==> config.mk <==
export PLATFORM = sky130hd
export DESIGN_NAME = touch_sample_filter_top
export DESIGN_NICKNAME = d
export VERILOG_FILES = /design/src/rtl/tsf_pkg.sv /design/src/rtl/touch_sample_filter_top.sv /design/src/rtl/tsf_ctrl.sv /design/src/rtl/tsf_datapath.sv
export SDC_FILE = /design/constraint.sdc
export NUM_CORES = 2
export LEC_CHECK = 0
export ABC_AREA = 1
export BUFFER_PORTS_ARGS = -buffer_cell sky130_fd_sc_hd__buf_2
export CAP_MARGIN = 25
export CORE_UTILIZATION = 40
export CTS_BUF_LIST = sky130_fd_sc_hd__clkbuf_8 sky130_fd_sc_hd__clkbuf_16
export DETAILED_ROUTE_END_ITERATION = 12
export GPL_TIMING_DRIVEN = 1
export MAX_ROUTING_LAYER = met4
export PLACE_DENSITY_LB_ADDON = 0.25
export SYNTH_ARGS = -nofsm -noshare
export SYNTH_HDL_FRONTEND = slang
export SYNTH_SLANG_ARGS = --single-unit
==> constraint.sdc <==
create_clock -name i_clk -period 13.95 [get_ports i_clk]
set_input_delay 2.79 -clock i_clk [delete_from_list [all_inputs] [get_ports i_clk]]
set_output_delay 2.79 -clock i_clk [all_outputs]
set_load 0.01 [all_outputs]
==> src/rtl/tsf_pkg.sv <==
// Shared types, sizes and codes for the touch sample filter.
// No dependencies; imported by every module of the block.
`timescale 1ns / 1ps

package tsf_pkg;

    localparam int WINDOW    = 5;
    localparam int COORD_W   = 16;
    localparam int SLOT_W    = $clog2(WINDOW);
    localparam int CNT_W     = $clog2(WINDOW + 1);
    localparam int SUM_W     = COORD_W + $clog2(WINDOW);
    localparam int DEN_W     = $clog2(2 * (WINDOW - 1) + 1);
    localparam int NUM_W     = SUM_W + 1;
    localparam int DIV_BITS  = 4;
    localparam int DIV_STEPS = (NUM_W + DIV_BITS - 1) / DIV_BITS;
    localparam int NUMP_W    = DIV_STEPS * DIV_BITS;
    localparam int DIV_CNT_W = $clog2(DIV_STEPS);
    localparam int SQ_W      = 2 * COORD_W;

    localparam int CFG_IDX_W  = 2;
    localparam int CFG_DATA_W = 16;
    localparam int MIN_SMP_W  = 7;

    localparam logic [CFG_IDX_W-1:0] CFG_PRESSURE_THRESHOLD = 2'd0;
    localparam logic [CFG_IDX_W-1:0] CFG_MIN_SAMPLES        = 2'd1;
    localparam logic [CFG_IDX_W-1:0] CFG_MOVE_LIMIT         = 2'd2;
    localparam logic [CFG_IDX_W-1:0] CFG_JITTER_LIMIT       = 2'd3;

    localparam logic [15:0]          RST_PRESSURE_THRESHOLD = 16'd1;
    localparam logic [MIN_SMP_W-1:0] RST_MIN_SAMPLES        = 7'd5;
    localparam logic [15:0]          RST_MOVE_LIMIT         = 16'd100;
    localparam logic [15:0]          RST_JITTER_LIMIT       = 16'd2;

    localparam logic [1:0] KIND_PRESS   = 2'd0;
    localparam logic [1:0] KIND_MOVE    = 2'd1;
    localparam logic [1:0] KIND_RELEASE = 2'd2;

    typedef struct packed {
        logic [15:0] sample_pressure;
        logic [15:0] sample_x;
        logic [15:0] sample_y;
    } t_sample;

    typedef struct packed {
        logic [1:0]  event_kind;
        logic [15:0] point_x;
        logic [15:0] point_y;
    } t_event;

    typedef struct packed {
        logic capture;
        logic load;
        logic prep;
        logic div_step;
        logic square;
        logic commit;
    } t_cmd;

    typedef struct packed {
        logic average;
        logic out_free;
    } t_stat;

endpackage

==> src/rtl/touch_sample_filter_top.sv <==
// Top level of the touch sample filter: sequencer plus datapath.
// Depends on tsf_pkg, tsf_ctrl and tsf_datapath.
`timescale 1ns / 1ps

// Filters raw touch samples into press, move and release events. One item is
// worked on at a time: a sample that lifts the pen or is still filling the
// history goes from load straight to commit; a sample that is averaged
// also passes through prep, the divide steps and square, where the divider
// forming the rounded x and y means yields four quotient bits per cycle.
// An event sits in an output register; the next sample is accepted while it
// waits, and an item only holds in its final cycle if the previous event has
// still not been taken.
// Configuration registers may be written only while no item is in flight.
module touch_sample_filter_top (
    input  logic                             i_clk,
    input  logic                             i_rst_n,
    input  logic                             i_in_valid,
    output logic                             o_in_stall,
    input  tsf_pkg::t_sample                 i_in_item,
    output logic                             o_out_valid,
    input  logic                             i_out_stall,
    output tsf_pkg::t_event                  o_out_item,
    input  logic                             i_cfg_we,
    input  logic [tsf_pkg::CFG_IDX_W-1:0]    i_cfg_index,
    input  logic [tsf_pkg::CFG_DATA_W-1:0]   i_cfg_data
);
    import tsf_pkg::*;

    t_cmd  w_cmd;
    t_stat w_stat;

    tsf_ctrl u_ctrl (
        .i_clk      (i_clk),
        .i_rst_n    (i_rst_n),
        .i_in_valid (i_in_valid),
        .o_in_stall (o_in_stall),
        .i_stat     (w_stat),
        .o_cmd      (w_cmd)
    );

    tsf_datapath u_datapath (
        .i_clk       (i_clk),
        .i_rst_n     (i_rst_n),
        .i_cmd       (w_cmd),
        .o_stat      (w_stat),
        .i_sample    (i_in_item),
        .i_cfg_we    (i_cfg_we),
        .i_cfg_index (i_cfg_index),
        .i_cfg_data  (i_cfg_data),
        .o_out_valid (o_out_valid),
        .i_out_stall (i_out_stall),
        .o_out_item  (o_out_item)
    );

endmodule

==> src/rtl/tsf_ctrl.sv <==
// Sequencer of the touch sample filter: one item at a time through
// load, prep, divide, square and commit. Depends on tsf_pkg.
`timescale 1ns / 1ps

module tsf_ctrl (
    input  logic           i_clk,
    input  logic           i_rst_n,
    input  logic           i_in_valid,
    output logic           o_in_stall,
    input  tsf_pkg::t_stat i_stat,
    output tsf_pkg::t_cmd  o_cmd
);
    import tsf_pkg::*;

    typedef enum logic [5:0] {
        S_IDLE   = 6'b000001,
        S_LOAD   = 6'b000010,
        S_PREP   = 6'b000100,
        S_DIV    = 6'b001000,
        S_SQUARE = 6'b010000,
        S_COMMIT = 6'b100000
    } t_state;

    localparam logic [DIV_CNT_W-1:0] DIV_LAST = DIV_CNT_W'(DIV_STEPS - 1);

    t_state                r_state, n_state;
    logic [DIV_CNT_W-1:0]  r_div_cnt, n_div_cnt;

    always_comb begin
        n_state   = r_state;
        n_div_cnt = r_div_cnt;
        o_cmd     = '0;
        case (r_state)
            S_IDLE: begin
                if (i_in_valid) begin
                    o_cmd.capture = 1'b1;
                    n_state       = S_LOAD;
                end
            end
            S_LOAD: begin
                o_cmd.load = 1'b1;
                // release and fill-up items need no mean
                n_state = i_stat.average ? S_PREP : S_COMMIT;
            end
            S_PREP: begin
                o_cmd.prep = 1'b1;
                n_div_cnt  = '0;
                n_state    = S_DIV;
            end
            S_DIV: begin
                o_cmd.div_step = 1'b1;
                n_div_cnt      = r_div_cnt + 1'b1;
                if (r_div_cnt == DIV_LAST) begin
                    n_state = S_SQUARE;
                end
            end
            S_SQUARE: begin
                o_cmd.square = 1'b1;
                n_state      = S_COMMIT;
            end
            S_COMMIT: begin
                // hold until the output register can take a result
                if (i_stat.out_free) begin
                    o_cmd.commit = 1'b1;
                    n_state      = S_IDLE;
                end
            end
            default: begin
                n_state = S_IDLE;
            end
        endcase
    end

    always_ff @(posedge i_clk) begin
        if (!i_rst_n) begin
            r_state   <= S_IDLE;
            r_div_cnt <= '0;
        end else begin
            r_state   <= n_state;
            r_div_cnt <= n_div_cnt;
        end
    end

    assign o_in_stall = (r_state != S_IDLE);

endmodule

==> src/rtl/tsf_datapath.sv <==
// Datapath of the touch sample filter: configuration, point ring, running
// sums, radix-16 mean divider, step squares and output register. Uses tsf_pkg.
`timescale 1ns / 1ps

module tsf_datapath (
    input  logic                             i_clk,
    input  logic                             i_rst_n,
    input  tsf_pkg::t_cmd                    i_cmd,
    output tsf_pkg::t_stat                   o_stat,
    input  tsf_pkg::t_sample                 i_sample,
    input  logic                             i_cfg_we,
    input  logic [tsf_pkg::CFG_IDX_W-1:0]    i_cfg_index,
    input  logic [tsf_pkg::CFG_DATA_W-1:0]   i_cfg_data,
    output logic                             o_out_valid,
    input  logic                             i_out_stall,
    output tsf_pkg::t_event                  o_out_item
);
    import tsf_pkg::*;

    // one radix-16 step of restoring division by a small divisor
    function automatic logic [DEN_W+DIV_BITS-1:0] div_digits(
        input logic [DEN_W-1:0]    rem,
        input logic [DIV_BITS-1:0] bits,
        input logic [DEN_W-1:0]    den
    );
        logic [DEN_W:0]      t;
        logic [DEN_W-1:0]    r;
        logic [DIV_BITS-1:0] q;
        r = rem;
        q = '0;
        for (int k = DIV_BITS - 1; k >= 0; k--) begin
            t = {r, bits[k]};
            if (t >= {1'b0, den}) begin
                t    = t - {1'b0, den};
                q[k] = 1'b1;
            end
            r = t[DEN_W-1:0];
        end
        return {r, q};
    endfunction

    // configuration registers
    logic [15:0]          r_pressure_threshold, r_move_limit, r_jitter_limit;
    logic [MIN_SMP_W-1:0] r_min_samples;
    logic [SQ_W-1:0]      r_move_sq, r_jit_sq;

    // filter state
    logic [COORD_W-1:0]   r_ring_x [WINDOW];
    logic [COORD_W-1:0]   r_ring_y [WINDOW];
    logic [SLOT_W-1:0]    r_ws, r_os;
    logic [CNT_W-1:0]     r_count;
    logic [SUM_W-1:0]     r_sum_x, r_sum_y;
    logic [COORD_W-1:0]   r_rep_x, r_rep_y;
    logic                 r_pen;
    logic [1:0]           r_skip;

    // per-item working registers
    t_sample              r_sample;
    logic                 r_touch, r_short, r_nw;
    logic [CNT_W-1:0]     r_n;
    logic [SUM_W-1:0]     r_tx, r_ty;
    logic [DEN_W-1:0]     r_d, r_den;
    logic [NUMP_W-1:0]    r_num_x, r_num_y;
    logic [DEN_W-1:0]     r_rem_x, r_rem_y;
    logic [COORD_W-1:0]   r_quo_x, r_quo_y;
    logic [SQ_W-1:0]      r_dsq_x, r_dsq_y;

    logic                 r_out_valid;
    t_event               r_out_item;

    logic                 w_touch, w_nw, w_short;
    logic [CNT_W-1:0]     w_n, w_need;
    logic [COORD_W-1:0]   w_old_x, w_old_y;
    logic [SUM_W-1:0]     w_tx, w_ty;
    logic [DEN_W-1:0]     w_d;
    logic [NUM_W-1:0]     w_num_x, w_num_y;
    logic [DEN_W+DIV_BITS-1:0] w_div_x, w_div_y;
    logic [COORD_W-1:0]   w_dx, w_dy;
    logic [SQ_W:0]        w_step;
    logic                 w_reject, w_bump, w_pop;
    logic                 w_emit_rel, w_emit_press, w_emit_move, w_advance;
    logic [SLOT_W-1:0]    w_ws_next, w_os_next;

    always_ff @(posedge i_clk) begin
        if (!i_rst_n) begin
            r_pressure_threshold <= RST_PRESSURE_THRESHOLD;
            r_min_samples        <= RST_MIN_SAMPLES;
            r_move_limit         <= RST_MOVE_LIMIT;
            r_jitter_limit       <= RST_JITTER_LIMIT;
        end else if (i_cfg_we) begin
            case (i_cfg_index)
                CFG_PRESSURE_THRESHOLD: r_pressure_threshold <= i_cfg_data;
                CFG_MIN_SAMPLES:        r_min_samples <= i_cfg_data[MIN_SMP_W-1:0];
                CFG_MOVE_LIMIT:         r_move_limit <= i_cfg_data;
                CFG_JITTER_LIMIT:       r_jitter_limit <= i_cfg_data;
                default: ;
            endcase
        end
    end

    // limit squares track the registers; only read long after a write
    always_ff @(posedge i_clk) begin
        r_move_sq <= r_move_limit * r_move_limit;
        r_jit_sq  <= r_jitter_limit * r_jitter_limit;
    end

    // load: classify the item and form the window totals
    assign w_touch = (r_sample.sample_pressure >= r_pressure_threshold);
    assign w_n     = (r_count >= CNT_W'(WINDOW)) ? CNT_W'(WINDOW) : r_count + 1'b1;
    assign w_need  = (r_min_samples > MIN_SMP_W'(WINDOW)) ? CNT_W'(WINDOW)
                                                          : r_min_samples[CNT_W-1:0];
    assign w_short = (w_n < w_need);
    assign w_nw    = (w_n == CNT_W'(WINDOW));
    assign w_old_x = w_nw ? r_ring_x[r_os] : '0;
    assign w_old_y = w_nw ? r_ring_y[r_os] : '0;
    assign w_tx    = r_sum_x + SUM_W'(r_sample.sample_x) - SUM_W'(w_old_x);
    assign w_ty    = r_sum_y + SUM_W'(r_sample.sample_y) - SUM_W'(w_old_y);
    assign w_d     = (w_n < CNT_W'(WINDOW - 1)) ? DEN_W'(w_n) : DEN_W'(WINDOW - 1);

    assign o_stat.average  = w_touch && !w_short;
    assign o_stat.out_free = !r_out_valid || !i_out_stall;

    // rounding half up: (2t + d) / (2d)
    assign w_num_x = {r_tx, 1'b0} + NUM_W'(r_d);
    assign w_num_y = {r_ty, 1'b0} + NUM_W'(r_d);
    assign w_div_x = div_digits(r_rem_x, r_num_x[NUMP_W-1 -: DIV_BITS], r_den);
    assign w_div_y = div_digits(r_rem_y, r_num_y[NUMP_W-1 -: DIV_BITS], r_den);

    assign w_dx = (r_quo_x > r_rep_x) ? r_quo_x - r_rep_x : r_rep_x - r_quo_x;
    assign w_dy = (r_quo_y > r_rep_y) ? r_quo_y - r_rep_y : r_rep_y - r_quo_y;

    always_ff @(posedge i_clk) begin
        if (i_cmd.capture) begin
            r_sample <= i_sample;
        end
        if (i_cmd.load) begin
            r_touch <= w_touch;
            r_short <= w_short;
            r_nw    <= w_nw;
            r_n     <= w_n;
            r_tx    <= w_tx;
            r_ty    <= w_ty;
            r_d     <= w_d;
            // every touching item lands in the ring, even if later rejected
            if (w_touch) begin
                r_ring_x[r_ws] <= r_sample.sample_x;
                r_ring_y[r_ws] <= r_sample.sample_y;
            end
        end
        if (i_cmd.prep) begin
            r_num_x <= NUMP_W'(w_num_x);
            r_num_y <= NUMP_W'(w_num_y);
            r_rem_x <= '0;
            r_rem_y <= '0;
            r_den   <= {r_d[DEN_W-2:0], 1'b0};
        end
        if (i_cmd.div_step) begin
            r_num_x <= {r_num_x[NUMP_W-DIV_BITS-1:0], {DIV_BITS{1'b0}}};
            r_num_y <= {r_num_y[NUMP_W-DIV_BITS-1:0], {DIV_BITS{1'b0}}};
            r_rem_x <= w_div_x[DEN_W+DIV_BITS-1 -: DEN_W];
            r_rem_y <= w_div_y[DEN_W+DIV_BITS-1 -: DEN_W];
            r_quo_x <= {r_quo_x[COORD_W-DIV_BITS-1:0], w_div_x[DIV_BITS-1:0]};
            r_quo_y <= {r_quo_y[COORD_W-DIV_BITS-1:0], w_div_y[DIV_BITS-1:0]};
        end
        if (i_cmd.square) begin
            r_dsq_x <= w_dx * w_dx;
            r_dsq_y <= w_dy * w_dy;
        end
    end

    // commit: accept or reject the mean and pick the event
    assign w_step    = r_pen ? ({1'b0, r_dsq_x} + {1'b0, r_dsq_y}) : '0;
    assign w_reject  = (w_step >= {1'b0, r_move_sq});
    assign w_bump    = (w_step > {1'b0, r_jit_sq}) || (r_skip > 2'd2);
    assign w_advance = i_cmd.commit && r_touch && !r_short && !w_reject;
    assign w_emit_rel   = i_cmd.commit && !r_touch && r_pen;
    assign w_emit_press = w_advance && !r_pen;
    assign w_emit_move  = w_advance && r_pen && w_bump;
    assign w_ws_next = (r_ws == SLOT_W'(WINDOW - 1)) ? '0 : r_ws + 1'b1;
    assign w_os_next = (r_os == SLOT_W'(WINDOW - 1)) ? '0 : r_os + 1'b1;
    assign w_pop     = r_out_valid && !i_out_stall;

    always_ff @(posedge i_clk) begin
        if (!i_rst_n) begin
            r_ws        <= '0;
            r_os        <= '0;
            r_count     <= '0;
            r_sum_x     <= '0;
            r_sum_y     <= '0;
            r_rep_x     <= '0;
            r_rep_y     <= '0;
            r_pen       <= 1'b0;
            r_skip      <= '0;
            r_out_valid <= 1'b0;
        end else begin
            if (w_emit_rel || w_emit_press || w_emit_move) begin
                r_out_valid <= 1'b1;
            end else if (w_pop) begin
                r_out_valid <= 1'b0;
            end
            if (i_cmd.commit && !r_touch) begin
                // pen lifted: drop all history
                r_ws    <= '0;
                r_os    <= '0;
                r_count <= '0;
                r_skip  <= '0;
                r_sum_x <= '0;
                r_sum_y <= '0;
                r_pen   <= 1'b0;
            end
            if (i_cmd.commit && r_touch && r_short) begin
                r_sum_x <= r_tx;
                r_sum_y <= r_ty;
                r_count <= r_n;
                r_ws    <= w_ws_next;
            end
            if (w_advance) begin
                r_sum_x <= r_tx;
                r_sum_y <= r_ty;
                r_count <= r_n;
                r_ws    <= w_ws_next;
                if (r_nw) begin
                    r_os <= w_os_next;
                end
                if (w_emit_press || w_emit_move) begin
                    r_rep_x <= r_quo_x;
                    r_rep_y <= r_quo_y;
                    r_skip  <= '0;
                    r_pen   <= 1'b1;
                end else begin
                    r_skip <= r_skip + 1'b1;
                end
            end
        end
    end

    always_ff @(posedge i_clk) begin
        if (w_emit_rel) begin
            r_out_item.event_kind <= KIND_RELEASE;
            r_out_item.point_x    <= r_rep_x;
            r_out_item.point_y    <= r_rep_y;
        end else if (w_emit_press || w_emit_move) begin
            r_out_item.event_kind <= w_emit_press ? KIND_PRESS : KIND_MOVE;
            r_out_item.point_x    <= r_quo_x;
            r_out_item.point_y    <= r_quo_y;
        end
    end

    assign o_out_valid = r_out_valid;
    assign o_out_item  = r_out_item;

endmodule

==> reports/metrics.cfg <==
[outcome]
run_status = finished clean

[critical_path]
cpMostUsedCell = nand2_1
reg2reg_slack_ps = 5620
cp-endpoint = u_datapath.r_dsq_y[25]$_DFFE_PP_
rr_worst_depth = 31
rr_endpoint = u_datapath.r_dsq_y[25]$_DFFE_PP_
worstReg2RegStart = u_datapath.r_quo_y[0]$_DFFE_PP_
startpoint_type = flop
crit_arrival_ps = 8720
cp-startpoint = u_datapath.r_quo_y[0]$_DFFE_PP_
crit_fanout = 18
cp-end-kind = flop
slowest_stage = ha_1
critical_path_required_ps = 14340
slowest_delay_ps = 730
critical_path_class = reg2reg

[clocking]
cts_buffer_depth = 3
tritoncts = done
h-tree-depth = 3
cts_setup_buffers = 0
cts_made_buffers = 79
hold_buffers = 0
clkLatencyLatePin_ps = 730
clkSinkCount = 642
clk_pin_slew_ps = 60
ctsRootBufferMaster = clkbuf_16
ctsResizeCount = 0

[power]
intPower_uw = 4062
seqPwrFrac_pct = 37.2
p_leak_uw = 0.03388
pwr_density_cell_mw_per_mm2 = 88.74
clkPwrFrac_pct = 35.5
ir_drop_mv = 0.09650
netSwitchingFraction_pct = 33.13
switchingPower_uw = 2013
pwr-share-comb_pct = 27.3

[placement]
globalplace.congestion = 0.9478
dp_hpwl_microns = 125400
io_buffers = 106
placed_area_sq_mm = 0.06560

[min_path]
hold_path.class = reg2reg

[synth]
yosysMostFrequentCell = inv_1
ys_top_cells_by_count = inv_1, nand2_1, fa_1
synth-seq-cells = 642
synthesis.instances = 7208
synth_edf_count = 424
synth_warnings = 0
synthFlopType = edfxtp_1
syn-cell-area_sq_mm = 0.06302
synthTopCellsByArea = fa_1, edfxtp_1, ha_1
syn_nets = 8618
async_flop_share_pct = 0
yosys.area.top_type_share_pct = 22.20
synth_top_cell_by_area = fa_1
synth_cell_types = 74
synth_seq_area_share_pct = 27.13
synth_area_per_cell_sq_um = 8.744

[sta]
post-route-period-util_pct = 59.71
tns_ps = 0
max_slew_margin_pct = 36.83
rsz0062_at_grt = false
fin_crit_ps = 8330
setup_violations = 0
max_clock_freq_mhz = 120.0
skew_ps = 90.22
slew_viol_final = 0
worstMarginPinSlew_ps = 947.5
final-hold-violation-count = 0

[global_routing]
grt_pass1_vias = 47700
globalRouteOverflowTotal = 0
grtUsageTotal_pct = 20.76
grt_pass1_wl_microns = 254900
grt_max_degree = 68
antenna_found_initial = 4

[floorplan]
initial_core_util_pct = 40.30
num_rows = 145
die_y_microns = 398.9
ioPinCount = 107
die_w_microns = 398.9
core_area_sq_mm = 0.1564
dieArea_sq_mm = 0.1592

[layout]
syn_to_final_growth_pct = 8.614
final_nets = 8651
fin_area_sq_mm = 0.06845
layout-drive-gt1-share_pct = 5.432

[drt]
drtIter0Drc = 2709
post_drt_wl_per_cell_microns = 16.75
drc = 0
totalWireLength_microns = 156900
drt-vias-per-instance = 4.959
vias = 46460
drt_pre_antenna_iters = 6
ant_nets = 0

[job]
cap_violations = 0

==> power groups by stage <==
stage | combinational [uW] | clock (uW) | sequential (uW)
6_report | 1660 | 2160 | 2260
4_1_cts | 1680 | 2210 | 2260
5_1_grt | 1910 | 2290 | 2270
3_5_place_dp | 1660 | 0 | 2300
2_1_floorplan | 1240 | 0 | 2260
3_3_place_gp | 1660 | 0 | 2300
==> per-stage QoR <==
step	power, uW	instances	worst slack, ps	hold slack, ps	utilization (%)
finish	6075	9368	5620	452.1	43.77
global route	6471	9368	5078	470.4	43.77
CTS	6155	9363	5657	460.7	43.73
detailed placement	3961	9215	5761	443.5	41.95
global placement	3952	9213	5874	430.2	41.93
floorplan	3496	7208	5590	329.0	-
==> critical path: cells and delay by family (launching register included) <==
family	cells	cell delay [ps]
XOR/XNOR	1	160
AND/OR/NAND/NOR	12	1780
AO/OA/AOI/OAI	3	600
buffers and inverters	7	940
adder cells (fa/ha/maj)	8	4160
flip-flops	1	380
==> how the worst min path moves through the flow <==
stage	startpoint	end	slack (ps)	cells after the start
floorplan	u_datapath.r_jitter_limit[0]$_SDFFE_PN0P_	u_datapath.r_jit_sq[0]$_DFF_P_	330	0
global placement	u_datapath.o_out_item[33]$_SDFFE_PP1P_	u_datapath.o_out_item[33]$_SDFFE_PP1P_	430	2
detailed placement	u_datapath.o_out_item[33]$_SDFFE_PP1P_	u_datapath.o_out_item[33]$_SDFFE_PP1P_	440	2
CTS	u_datapath.r_num_y[1]$_SDFFE_PP0P_	u_datapath.r_num_y[1]$_SDFFE_PP0P_	460	2
global route	u_datapath.r_num_x[1]$_SDFFE_PP0P_	u_datapath.r_num_x[1]$_SDFFE_PP0P_	470	2
finish	u_datapath.o_out_item[33]$_SDFFE_PP1P_	u_datapath.o_out_item[33]$_SDFFE_PP1P_	450	2
==> cell families (layout without fill, tap and decap cells) <==
kind of cell	count (synthesis)	in the layout	synth area share, %
AO/OA/AOI/OAI	993	993	9.230
AND/OR/NAND/NOR	2106	2106	13.92
flip-flops	642	642	27.13
adder cells (fa/ha/maj)	1339	1339	34.91
buffers and inverters	1895	1995	11.54
XOR/XNOR	231	231	3.240
multiplexers	2	2	0.03375
other	0	2	0
==> cell type report <==
type                       instances  area, sq um
tap                             2058         2575
timing repair buffer             138        828.3
clock inverter                    64        721.9
multi-input combinational       4671        38750
antenna                            2        5.005
inverter                        1709         6417
sequential                       642        17100
clock buffer                      84         2057
fill                           15470        87930
==> flip-flops by register name (all words and copies together) (netlist names), 31 cells and up <==
signal                 cells
u_datapath.r_jit_sq       31
u_datapath.r_ring_y       80
u_datapath.r_move_sq      31
u_datapath.r_dsq_y        31
u_datapath.r_dsq_x        31
u_datapath.o_out_item     34
u_datapath.r_ring_x       80
u_datapath.r_sample       48
==> routing by layer <==
metal	wire length, microns	track usage (%)	vias up	share of wire [%]
li1	-	-	22760	-
met1	71940	27.51	22600	46
met2	74330	33.60	895	47
met3	7017	2.388	200	4.5
met4	3659	5.590	0	2.3
met5	0	-	-	0
==> cells in the final DEF, fill, tap and decap left out, types with 7 or more instances in the layout <==
cell	count
a211oi_1	39
a21boi_0	13
a21o_1	28
a21oi_1	440
a31oi_1	20
a32o_1	33
buf_2	106
buf_4	28
bufinv_16	9
clkbuf_16	80
clkinv_1	20
clkinv_16	7
clkinv_2	10
dfxtp_1	217
edfxtp_1	424
fa_1	699
ha_1	640
inv_1	1682
inv_2	34
nand2_1	1195
nand2_2	30
nand3_1	127
nand4_1	98
nor2_1	492
nor2_2	12
nor3_1	85
nor4_1	13
o2111ai_1	7
o211ai_1	21
o21a_1	12
o21ai_0	250
o21ai_1	33
o21bai_1	25
o31ai_1	13
or2_2	8
xnor2_1	62
xor2_1	168
Power figures use the tool's default switching activity.
